File: config.mk
export PLATFORM = sky130hd
export DESIGN_NAME = ad_structure_tokenizer
export DESIGN_NICKNAME = d
export VERILOG_FILES = /design/src/rtl/adst_pkg.sv /design/src/rtl/adst_value_tagger.sv /design/src/rtl/adst_parser.sv /design/src/rtl/ad_structure_tokenizer.sv
export SDC_FILE = /design/constraint.sdc
export NUM_CORES = 1
export LEC_CHECK = 0
export ABC_AREA = 1
export ABC_CLOCK_PERIOD_IN_PS = 5700
export BUFFER_PORTS_ARGS = -buffer_cell sky130_fd_sc_hd__buf_2
export CORE_MARGIN = 2
export CORE_UTILIZATION = 66
export CTS_BUF_LIST = sky130_fd_sc_hd__clkbuf_8
export CTS_CLUSTER_SIZE = 14
export DETAILED_ROUTE_END_ITERATION = 10
export PLACE_DENSITY = 0.88
export SYNTH_ARGS = -nofsm -noshare
export SYNTH_HDL_FRONTEND = slang
export SYNTH_SLANG_ARGS = --single-unit
File: constraint.sdc
create_clock -name i_clk -period 5.7 [get_ports i_clk]
set_clock_uncertainty 0.15 [all_clocks]
set_input_delay 0.285 -clock i_clk [delete_from_list [all_inputs] [get_ports i_clk]]
set_output_delay 0.285 -clock i_clk [all_outputs]
set_load 0.01 [all_outputs]
File: src/rtl/adst_pkg.sv
`timescale 1ns / 1ps
// Shared types and constants for the advertising-data structure tokenizer.
package adst_pkg;

    localparam int unsigned ADST_MAX_PAYLOAD = 62;

    // Parse phase of the record walker
    typedef enum logic [1:0] {
        PH_LEN   = 2'd0,
        PH_TYPE  = 2'd1,
        PH_VALUE = 2'd2,
        PH_DONE  = 2'd3
    } t_adst_phase;

    // Role of one payload byte
    typedef enum logic [3:0] {
        ROLE_LEN        = 4'd0,
        ROLE_TYPE       = 4'd1,
        ROLE_NAME       = 4'd2,
        ROLE_TXPOWER    = 4'd3,
        ROLE_APPEARANCE = 4'd4,
        ROLE_FLAGS      = 4'd5,
        ROLE_UUID16     = 4'd6,
        ROLE_UUID32     = 4'd7,
        ROLE_UUID128    = 4'd8,
        ROLE_MFR        = 4'd9,
        ROLE_SVCUUID    = 4'd10,
        ROLE_SVCDATA    = 4'd11,
        ROLE_IGNORED    = 4'd12,
        ROLE_OUTSIDE    = 4'd13
    } t_adst_role;

    // AD type codes
    localparam logic [7:0] AD_FLAGS          = 8'h01;
    localparam logic [7:0] AD_UUID16_INC     = 8'h02;
    localparam logic [7:0] AD_UUID16_CMP     = 8'h03;
    localparam logic [7:0] AD_UUID32_INC     = 8'h04;
    localparam logic [7:0] AD_UUID32_CMP     = 8'h05;
    localparam logic [7:0] AD_UUID128_INC    = 8'h06;
    localparam logic [7:0] AD_UUID128_CMP    = 8'h07;
    localparam logic [7:0] AD_NAME           = 8'h09;
    localparam logic [7:0] AD_TXPOWER        = 8'h0A;
    localparam logic [7:0] AD_SVCDATA16      = 8'h16;
    localparam logic [7:0] AD_APPEARANCE     = 8'h19;
    localparam logic [7:0] AD_SVCDATA32      = 8'h20;
    localparam logic [7:0] AD_SVCDATA128     = 8'h21;
    localparam logic [7:0] AD_MFR            = 8'hFF;

    // One input beat
    typedef struct packed {
        logic [7:0] data_byte;
        logic [5:0] payload_length;
        logic       packet_start;
    } t_adst_item;

    // Value-byte tag from the tagger
    typedef struct packed {
        t_adst_role role;
        logic [5:0] idx;
        logic       done;
    } t_adst_tag;

    // One result beat
    typedef struct packed {
        logic [7:0] tagged_byte;
        t_adst_role byte_role;
        logic [7:0] record_kind;
        logic [5:0] element_byte_index;
        logic       element_done;
        logic       record_cut;
        logic       packet_end;
    } t_adst_result;

endpackage

File: src/rtl/adst_value_tagger.sv
`timescale 1ns / 1ps
// Tags one value byte from the record's AD type, value length and offset.
module adst_value_tagger (
    input  logic [7:0]         i_kind,
    input  logic [7:0]         i_vlen,
    input  logic [7:0]         i_off,
    output adst_pkg::t_adst_tag o_tag
);
    import adst_pkg::*;

    logic [8:0] off_p1;
    logic       last;

    // Service data: UUID of the given size, then data to end of value
    function automatic t_adst_tag svc_tag(input logic [7:0] vlen, input logic [7:0] off,
                                          input logic [7:0] usize, input logic last_b);
        t_adst_tag t;
        t.role = ROLE_IGNORED;
        t.idx  = '0;
        t.done = 1'b0;
        if (vlen >= usize) begin
            if (off < usize) begin
                t.role = ROLE_SVCUUID;
                t.idx  = off[5:0];
                t.done = (off == usize - 8'd1);
            end else begin
                t.role = ROLE_SVCDATA;
                t.idx  = 6'(off - usize);
                t.done = last_b;
            end
        end
        return t;
    endfunction

    assign off_p1 = {1'b0, i_off} + 9'd1;
    assign last   = (off_p1 == {1'b0, i_vlen});

    always_comb begin
        o_tag.role = ROLE_IGNORED;
        o_tag.idx  = '0;
        o_tag.done = 1'b0;
        case (i_kind) inside
            AD_NAME: begin
                o_tag.role = ROLE_NAME;
                o_tag.idx  = i_off[5:0];
                o_tag.done = last;
            end
            AD_MFR: begin
                o_tag.role = ROLE_MFR;
                o_tag.idx  = i_off[5:0];
                o_tag.done = last;
            end
            AD_TXPOWER: begin
                if (i_off == 8'd0) begin
                    o_tag.role = ROLE_TXPOWER;
                    o_tag.done = 1'b1;
                end
            end
            AD_FLAGS: begin
                if (i_off == 8'd0) begin
                    o_tag.role = ROLE_FLAGS;
                    o_tag.done = 1'b1;
                end
            end
            AD_APPEARANCE: begin
                if (i_vlen >= 8'd2 && i_off < 8'd2) begin
                    o_tag.role = ROLE_APPEARANCE;
                    o_tag.idx  = i_off[5:0];
                    o_tag.done = (i_off == 8'd1);
                end
            end
            AD_UUID16_INC, AD_UUID16_CMP: begin
                if (i_off < {i_vlen[7:1], 1'b0}) begin
                    o_tag.role = ROLE_UUID16;
                    o_tag.idx  = {5'd0, i_off[0]};
                    o_tag.done = i_off[0];
                end
            end
            AD_UUID32_INC, AD_UUID32_CMP: begin
                if (i_off < {i_vlen[7:2], 2'b0}) begin
                    o_tag.role = ROLE_UUID32;
                    o_tag.idx  = {4'd0, i_off[1:0]};
                    o_tag.done = &i_off[1:0];
                end
            end
            AD_UUID128_INC, AD_UUID128_CMP: begin
                if (i_off < {i_vlen[7:4], 4'b0}) begin
                    o_tag.role = ROLE_UUID128;
                    o_tag.idx  = {2'd0, i_off[3:0]};
                    o_tag.done = &i_off[3:0];
                end
            end
            AD_SVCDATA16:  o_tag = svc_tag(i_vlen, i_off, 8'd2, last);
            AD_SVCDATA32:  o_tag = svc_tag(i_vlen, i_off, 8'd4, last);
            AD_SVCDATA128: o_tag = svc_tag(i_vlen, i_off, 8'd16, last);
            default: ;
        endcase
    end

endmodule

File: src/rtl/adst_parser.sv
`timescale 1ns / 1ps
// Record walker: parse state and per-byte result for one registered beat.
module adst_parser #(
    parameter int unsigned MAX_PAYLOAD_BYTES = adst_pkg::ADST_MAX_PAYLOAD
) (
    input  logic                    i_clk,
    input  logic                    i_rst_n,
    input  logic                    i_step,
    input  adst_pkg::t_adst_item    i_item,
    output adst_pkg::t_adst_result  o_result
);
    import adst_pkg::*;

    localparam logic [7:0] MaxLen = 8'(MAX_PAYLOAD_BYTES);

    logic [5:0]  r_pos,   n_pos;
    t_adst_phase r_phase, n_phase;
    logic [7:0]  r_kind,  n_kind;
    logic [7:0]  r_vlen,  n_vlen;
    logic [7:0]  r_off,   n_off;

    logic [5:0]  pos;
    t_adst_phase phase;
    logic [5:0]  len;
    logic [8:0]  off_p1;
    t_adst_tag   vtag;

    adst_value_tagger u_tagger (
        .i_kind (r_kind),
        .i_vlen (r_vlen),
        .i_off  (r_off),
        .o_tag  (vtag)
    );

    // start mark restarts position and phase before the byte is handled
    assign pos    = i_item.packet_start ? 6'd0 : r_pos;
    assign phase  = i_item.packet_start ? PH_LEN : r_phase;
    assign len    = ({2'b0, i_item.payload_length} > MaxLen) ? MaxLen[5:0]
                                                              : i_item.payload_length;
    assign off_p1 = {1'b0, r_off} + 9'd1;

    always_comb begin
        n_phase = phase;
        n_kind  = r_kind;
        n_vlen  = r_vlen;
        n_off   = r_off;
        n_pos   = (pos != 6'd63) ? pos + 6'd1 : pos;

        o_result.tagged_byte        = i_item.data_byte;
        o_result.byte_role          = ROLE_OUTSIDE;
        o_result.record_kind        = '0;
        o_result.element_byte_index = '0;
        o_result.element_done       = 1'b0;
        o_result.record_cut         = 1'b0;
        o_result.packet_end         = 1'b0;

        if (pos < len) begin
            o_result.packet_end = ({1'b0, pos} + 7'd1 == {1'b0, len});
            unique case (phase)
                PH_LEN: begin
                    if ({1'b0, pos} + 7'd2 < {1'b0, len}) begin
                        o_result.byte_role = ROLE_LEN;
                        if (i_item.data_byte == 8'd0) begin
                            n_phase = PH_DONE;
                        end else begin
                            n_vlen  = i_item.data_byte - 8'd1;
                            n_phase = PH_TYPE;
                        end
                    end else begin
                        n_phase = PH_DONE;
                    end
                end
                PH_TYPE: begin
                    o_result.byte_role   = ROLE_TYPE;
                    o_result.record_kind = i_item.data_byte;
                    n_kind  = i_item.data_byte;
                    n_off   = '0;
                    n_phase = (r_vlen == 8'd0) ? PH_LEN : PH_VALUE;
                end
                PH_VALUE: begin
                    o_result.record_kind        = r_kind;
                    o_result.byte_role          = vtag.role;
                    o_result.element_byte_index = vtag.idx;
                    o_result.element_done       = vtag.done;
                    o_result.record_cut = o_result.packet_end && (off_p1 < {1'b0, r_vlen});
                    n_off = off_p1[7:0];
                    if (off_p1[7:0] >= r_vlen) begin
                        n_phase = PH_LEN;
                    end
                end
                PH_DONE: ;
                default: ;
            endcase
        end else begin
            n_phase = PH_DONE;
        end
    end

    always_ff @(posedge i_clk) begin
        if (!i_rst_n) begin
            r_pos   <= '0;
            r_phase <= PH_LEN;
            r_kind  <= '0;
            r_vlen  <= '0;
            r_off   <= '0;
        end else if (i_step) begin
            r_pos   <= n_pos;
            r_phase <= n_phase;
            r_kind  <= n_kind;
            r_vlen  <= n_vlen;
            r_off   <= n_off;
        end
    end

endmodule

File: src/rtl/ad_structure_tokenizer.sv
`timescale 1ns / 1ps
// Top level: advertising-data structure tokenizer with input and result registers.
//
//  Channel | Dir | Beat                     | Fields
//  --------+-----+--------------------------+----------------------------------------------
//  s       | in  | i_s_tvalid & o_s_tready  | tdata: byte, length; tuser: packet start
//  m       | out | o_m_tvalid & i_m_tready  | tdata: byte; tuser: role, kind, idx, done, cut;
//          |     |                          | tlast: packet end
//
// One beat per cycle sustained while i_m_tready stays high. Each beat passes an input register, then
// the record walker and value tagger feeding the result register.
// Reset (i_rst_n low at a clock edge) empties both registers and returns the
// walker to expect a length byte at position 0.
// A stalled result holds in the output register while the input register still
// takes one more beat; tready falls only when both are full.
module ad_structure_tokenizer #(
    parameter int unsigned MAX_PAYLOAD_BYTES = adst_pkg::ADST_MAX_PAYLOAD
) (
    input  logic        i_clk,
    input  logic        i_rst_n,
    // slave side
    input  logic        i_s_tvalid,
    output logic        o_s_tready,
    input  logic [15:0] i_s_tdata,   // [7:0] data_byte, [13:8] payload_length, [15:14] zero
    input  logic        i_s_tuser,   // [0] packet_start
    // master side
    output logic        o_m_tvalid,
    input  logic        i_m_tready,
    output logic [7:0]  o_m_tdata,   // [7:0] tagged_byte
    output logic [19:0] o_m_tuser,   // [3:0] byte_role, [11:4] record_kind,
                                     // [17:12] element_byte_index, [18] element_done,
                                     // [19] record_cut
    output logic        o_m_tlast    // packet_end
);
    import adst_pkg::*;

    logic         r_s1_valid;
    t_adst_item   r_s1_item;
    logic         r_out_valid;
    t_adst_result r_out;

    logic         out_ready;
    logic         s1_ready;
    logic         step;
    t_adst_result result;

    assign out_ready  = !r_out_valid || i_m_tready;
    assign s1_ready   = !r_s1_valid || out_ready;
    assign step       = r_s1_valid && out_ready;
    assign o_s_tready = s1_ready;

    adst_parser #(
        .MAX_PAYLOAD_BYTES (MAX_PAYLOAD_BYTES)
    ) u_parser (
        .i_clk    (i_clk),
        .i_rst_n  (i_rst_n),
        .i_step   (step),
        .i_item   (r_s1_item),
        .o_result (result)
    );

    // input register
    always_ff @(posedge i_clk) begin
        if (!i_rst_n) begin
            r_s1_valid <= 1'b0;
        end else if (s1_ready) begin
            r_s1_valid <= i_s_tvalid;
        end
    end

    always_ff @(posedge i_clk) begin
        if (s1_ready && i_s_tvalid) begin
            r_s1_item.data_byte      <= i_s_tdata[7:0];
            r_s1_item.payload_length <= i_s_tdata[13:8];
            r_s1_item.packet_start   <= i_s_tuser;
        end
    end

    // result register
    always_ff @(posedge i_clk) begin
        if (!i_rst_n) begin
            r_out_valid <= 1'b0;
        end else if (out_ready) begin
            r_out_valid <= r_s1_valid;
        end
    end

    always_ff @(posedge i_clk) begin
        if (step) begin
            r_out <= result;
        end
    end

    assign o_m_tvalid = r_out_valid;
    assign o_m_tdata  = r_out.tagged_byte;
    assign o_m_tuser  = {r_out.record_cut, r_out.element_done, r_out.element_byte_index,
                         r_out.record_kind, r_out.byte_role};
    assign o_m_tlast  = r_out.packet_end;

    // cut is only flagged on the last payload byte
    a_cut_on_end: assert property (@(posedge i_clk) disable iff (!i_rst_n)
        r_out_valid && r_out.record_cut |-> r_out.packet_end)
        else $error("record_cut without packet_end");

    // element completion only on value roles
    a_done_role: assert property (@(posedge i_clk) disable iff (!i_rst_n)
        r_out_valid && r_out.element_done |->
            r_out.byte_role != ROLE_LEN && r_out.byte_role != ROLE_TYPE &&
            r_out.byte_role != ROLE_IGNORED && r_out.byte_role != ROLE_OUTSIDE)
        else $error("element_done on non-value byte");

    // a type byte reports itself as the record kind
    a_type_kind: assert property (@(posedge i_clk) disable iff (!i_rst_n)
        r_out_valid && r_out.byte_role == ROLE_TYPE |-> r_out.record_kind == r_out.tagged_byte)
        else $error("type byte kind mismatch");

    // empty result register never blocks the input
    a_ready_free: assert property (@(posedge i_clk) disable iff (!i_rst_n)
        !r_out_valid |-> o_s_tready)
        else $error("input stalled with empty result register");

endmodule
# == Word level (Yosys, flattened, before mapping) ==
# Index checks and enable logic that the tools add are counted.
# classes
n_addsub,8
eq_ne,22
reduce_logical,22
mux,60
magnitude_cmp,14
bitwise,1
# ops
operator,count
6-bit two-way mux,14
4-bit two-way mux,14
11-bit two-way mux,5
"8-bit by 3-bit equality test with 1-bit output, second input constant",4
8-bit one-hot mux with 2 select lines,2
"8-bit by 2-bit equality test with 1-bit output, second input constant",3
"8-bit by 4-bit equality test with 1-bit output, second input constant",3
8-bit zero test,3
8-bit < comparator,3
8-bit two-way mux,3
10-bit two-way mux,2
"8-bit by 1-bit equality test with 1-bit output, second input constant",2
"8-bit by 5-bit equality test with 1-bit output, second input constant",2
"8-bit by 6-bit equality test with 1-bit output, second input constant",2
1-bit two-way mux,12
2-bit two-way mux,6
4-bit one-hot mux with 3 select lines,1
"8-bit by 1-bit adder with 9-bit output, second input constant",1
9-bit by 8-bit equality test with 1-bit output,1
9-bit by 8-bit < comparator with 1-bit output,1
"8-bit equality test, second input constant",1
"8-bit by 2-bit >= comparator with 1-bit output, second input constant",1
"8-bit by 3-bit >= comparator with 1-bit output, second input constant",1
"8-bit by 5-bit >= comparator with 1-bit output, second input constant",1
30 further kinds,39
# totals
reg_bits,78
word_cells,144
out_inout_bits,31

# == Depth between registers and ports, before layout ==
# logic_depth
ltp_word,16
mapped_depth,19
ltp_nobuf,19

# == Cells and area by module ==
# A second synthesis with hierarchy kept.
# unflattened
cells_unflattened,776
hier_area_um2,5694.2
# by_module_without_submodules
mod,cells_per_inst,area_per_inst_um2,instances
adst_parser,397,2608.8,1
adst_value_tagger,322,1669.1,1
ad_structure_tokenizer,57,1416.4,1

# == Worst setup path before layout ==
# Ideal clock, no wire load.
# synth_path
kind,register to register
start,register r_s1_item[0] (netlist name)
end,register u_parser.r_vlen[1]
synth_period_minus_slack_ns,2.559
path_slack_ns,3.141
stages_incl_launch_ff,14
arrival_ns,2.296
cell_sequence,edfxtp_1 nor2_1 ha_1 nand3_1 xor2_1 ha_1 inv_1 o211ai_1 a31oi_1 nand3_2 clkinv_2 nand2_1 nand2_1 nor2_1
# synth_between
elab_chain_cells,4
# synth_rtl
item,line,rtl
start: declaration,ad_structure_tokenizer.sv:38,t_adst_item r_s1_item;
6-bit two-way mux,adst_parser.sv:36,assign pos = i_item.packet_start ? 6'd0 : r_pos;
6-bit by 2-bit adder with 7-bit output,adst_parser.sv:61,"if ({1'b0, pos} + 7'd2 < {1'b0, len}) begin"
7-bit by 6-bit < comparator with 1-bit output,adst_parser.sv:61,
5-bit AND reduction (no source line) (*),-,
end signal: assignment,adst_parser.sv:110,r_vlen <= n_vlen;
end: declaration,adst_parser.sv:19,"logic [7:0] r_vlen, n_vlen;"
# Every way passes the cells marked *; elsewhere a longest branch is shown, timed or not.
# A chain may end at the register's enable or synchronous reset.

# == Worst setup path after layout ==
# layout_path
start,register r_s1_item[0] (netlist name)
end,register u_parser.r_vlen[7]
# Same word-level chain as after synthesis.

==> results.md <==
* Status: finished clean
* Synthesized cell area at 5190 um2
* Total wire length at 14800 um
* End of the critical path: u_parser.r_vlen[7]
* Cts repair resizes at 0
* Final setup vio count at 0
* Final worst slack at ~2.6 ns
* Crit Path Max Fanout at 8
* Antenna cells at 0
* Worst min path class: input port to flop
* Area grow syn2layout at 13.0%
* R2r worst-path depth at 11
* Post-place setup slack at around 2.7 ns
* Vias/cell at between 6 and 7
* Fmax achieved at 320 MHz
* Number of fill cells at ~570
* Max_cap viols at 0
* Final Net Count at around 820
* H-Tree Depth at 3
* RR Endpoint: u_parser.r_vlen[7]
* Final non-filler cell total at 856
* Global route overflow at 0
* Layout cell share with drive strength beyond 1 at around an eighth
* Final Cycle Share at 54.7%
* Top-Level Pins at 52
* Synth area leaders: edfxtp_1, dfxtp_1, nand2_1
* Worst VDD drop at roughly 220 uV
* Slowest stage delay, CP at between 0.5 and 0.6 ns
* RSZ-0062 raised after global routing: false
* Die X at approximately 93 um
* Top_reg_cell synth: edfxtp_1
* Critical path startpoint: r_s1_item[0]
* Crit end category: flop
* Crit Path Category: flop to flop
* Die Ht at just over 90 um
* Number of distinct library cells after synthesis at 47
* First drt pass iteration count at 8
* Sum of negative setup slack at 0 ns
* Hold depth at 4
* CP Launch Type: flop
* Initial Utilization at about two thirds
* Worst Max-Slew Pin Slew at around 0.65 ns
* Die area at 8590 um2
* Top cell type's share of synthesized area at approximately a quarter
* Crit path required time at 5.80 ns
* Clock Tree Buf Depth at 2
* Cells after synthesis at approximately 690
* Leakage at roughly 0.0028 uW
* DRT antenna net count at 0
* RePlAce Congestion at about 0.96
* Fin crit period at approximately 3.1 ns
* Vias in the first global route at 5030
* Max_slew headroom at around 57%
* Crit path cell chain: nor2_1 -> ha_1 -> nand3_1 -> xor2_1 -> ha_1 -> inv_1 -> o211ai_1 -> a31oi_1 -> nand3_2 -> o21ai_0 -> nor2_1
* DR vias at ~5200
* Root Buffer: clkbuf_8
* Clock Sinks at 78
* Final hold viol count at 0
* Pin count of the biggest net entering global routing at 37
* Post-Place Cell Area at roughly 5500 um2
* Cts bufs inserted at 9
* Clk Latency, worst-skew pair at 0.37 ns
* Port Buffers at 49
* Antenna violations before repair at 0
* Worst Path Arrival at 3.22 ns
* Routed len/inst at 17.3 um
* Placed cells at between 800 and 900
* Reg-to-Reg Start: r_s1_item[0]
* Worst path slowest cell: edfxtp_1
* Yosys top cell by area: edfxtp_1
* Post-DP HPWL at approximately 9500 um
* DR DRC count at 0
* Final Cell Area at a little under 6000 um2
* Gr usage total at 35.3%
* FP Rows at 32
* Count of flip-flops with a built-in enable after synthesis at 44
* Syn. warnings at 0
* First-pass GRT wire length at about 24000 um
* Placeable Area at 7690 um2
* First DRT Iteration DRCs at between 400 and 500
* CTS tree: built
* Syn_nets at between 700 and 800
* Reg-to-reg slack, setup at around 2.6 ns
* Reg clk slew, reported paths at about 0.090 ns
* #FFs+latches synth at slightly below 80
* Sequential element share of the synthesized area at about two fifths
* Syn_area_per_cell at ~7.6 um2
* Max-slew violations at 0
* FFs w/ async S/R, synth at 0%
* Pwr Density at ~220 nW/um2
registers in the layout, summed over array words and instances (netlist names):
register          flops
r_s1_item            15
o_m_tuser            20
o_m_tlast             1
o_m_tvalid            1
r_s1_valid            1
u_parser.r_pos        6
o_m_tdata             8
u_parser.r_vlen       8
u_parser.r_kind       8
u_parser.r_off        8
u_parser.r_phase      2
worst min-delay path by stage:
| stage | endpoint | slack (ns) | from |
|---|---|---|---|
| 2_1_floorplan | r_s1_item[0] | 0.23 | i_s_tuser |
| 3_3_place_gp | u_parser.r_phase[0] | 0.30 | u_parser.r_phase[0] |
| 3_5_place_dp | r_s1_item[11] | 0.31 | i_s_tdata[4] |
| 4_1_cts | o_m_tvalid | 0.06 | i_m_tready |
| 5_1_grt | o_m_tvalid | 0.08 | i_m_tready |
| 6_report | o_m_tvalid | 0.05 | i_m_tready |
stage by stage:
step                power [uW]  hold WS (ns)  util [%]
floorplan                  777         0.234         -
global placement           825         0.301      71.7
detailed placement         836         0.313      71.7
CTS                       1260        0.0566      76.3
global route              1330        0.0819      76.3
finish                    1290        0.0530      76.3
final cells by class:
cell class / instances / area, um2 / share of cell area [%]
clock buffer: 9 / 124 / 2.11
clock inverter: 7 / 80.1 / 1.36
inverter: 103 / 388 / 6.61
multi-input combinational: 492 / 2740 / 46.7
sequential: 78 / 2000 / 34.1
tap: 102 / 128 / 2.18
timing repair buffer: 65 / 403 / 6.87
critical path: cells and delay by family (launching register included):
family          cells  cell delay [ns]
compound gates      3             0.67
xor+xnor            1             0.19
fa+ha+maj           2             0.58
buf+inv             1             0.07
flops               1             0.54
simple gates        4             0.79
per-layer routing:
layer / wire length (um) / GRT usage, % / part of all wire (%) / up-vias
met1: 5610 / 42.0 / 38 / 2418
met2: 7310 / 62.5 / 49 / 327
li1: - / - / - / 2402
met4: 583 / 14.7 / 3.9 / 0
met5: 0 / 0 / 0 / -
met3: 1290 / 6.83 / 8.7 / 74
layout by cell type, fill, tap and decap left out, drive strengths merged, types with 9 or more instances in the layout:
cell type	count
nor2	82
a21oi	50
dlygate4sd3	15
buf	50
nand3	37
nand4	15
xor2	16
o21ai	41
nand2	159
edfxtp	44
ha	45
dfxtp	34
inv	103
clkbuf	9
nor3	10
kinds of logic (layout without fill, tap and decap cells):
| family | after synthesis | after routing | share of synthesized area [%] |
|---|---|---|---|
| XOR/XNOR | 20 | 20 | 3.37 |
| buffers and inverters | 115 | 184 | 8.60 |
| adder cells (fa/ha/maj) | 45 | 45 | 10.8 |
| AO/OA/AOI/OAI | 115 | 115 | 12.5 |
| AND/OR/NAND/NOR | 312 | 312 | 26.1 |
| flip-flops | 78 | 78 | 38.6 |
where the power goes:
group	total [uW]	switching, uW	internal [uW]
Sequential	646	23.9	622
Combinational	202	134	68.0
Clock	440	233	207
timing repair:
action / in CTS / in global routing
hold endpoints to repair: 15 / 0
hold buffers: 15 / 0
setup buffers: 0 / 0
synthesized netlist by cell type (2+ instances only):
cell	number
nand2_2	2
o32ai_1	5
nand4_1	15
or2_2	2
o21ai_0	41
nand2_1	156
o21a_1	2
nor2_1	76
nand3_1	35
nand3_2	2
edfxtp_1	44
nor2_2	5
nor3_1	8
buf_2	2
dfxtp_1	34
a21oi_1	49
o21bai_1	2
xor2_1	16
nor4_1	2
xnor2_1	4
clkbuf_1	8
o211ai_1	5
nand3b_1	3
inv_2	5
ha_1	45
inv_1	96
Note: power is estimated with default switching activity, not from simulation.
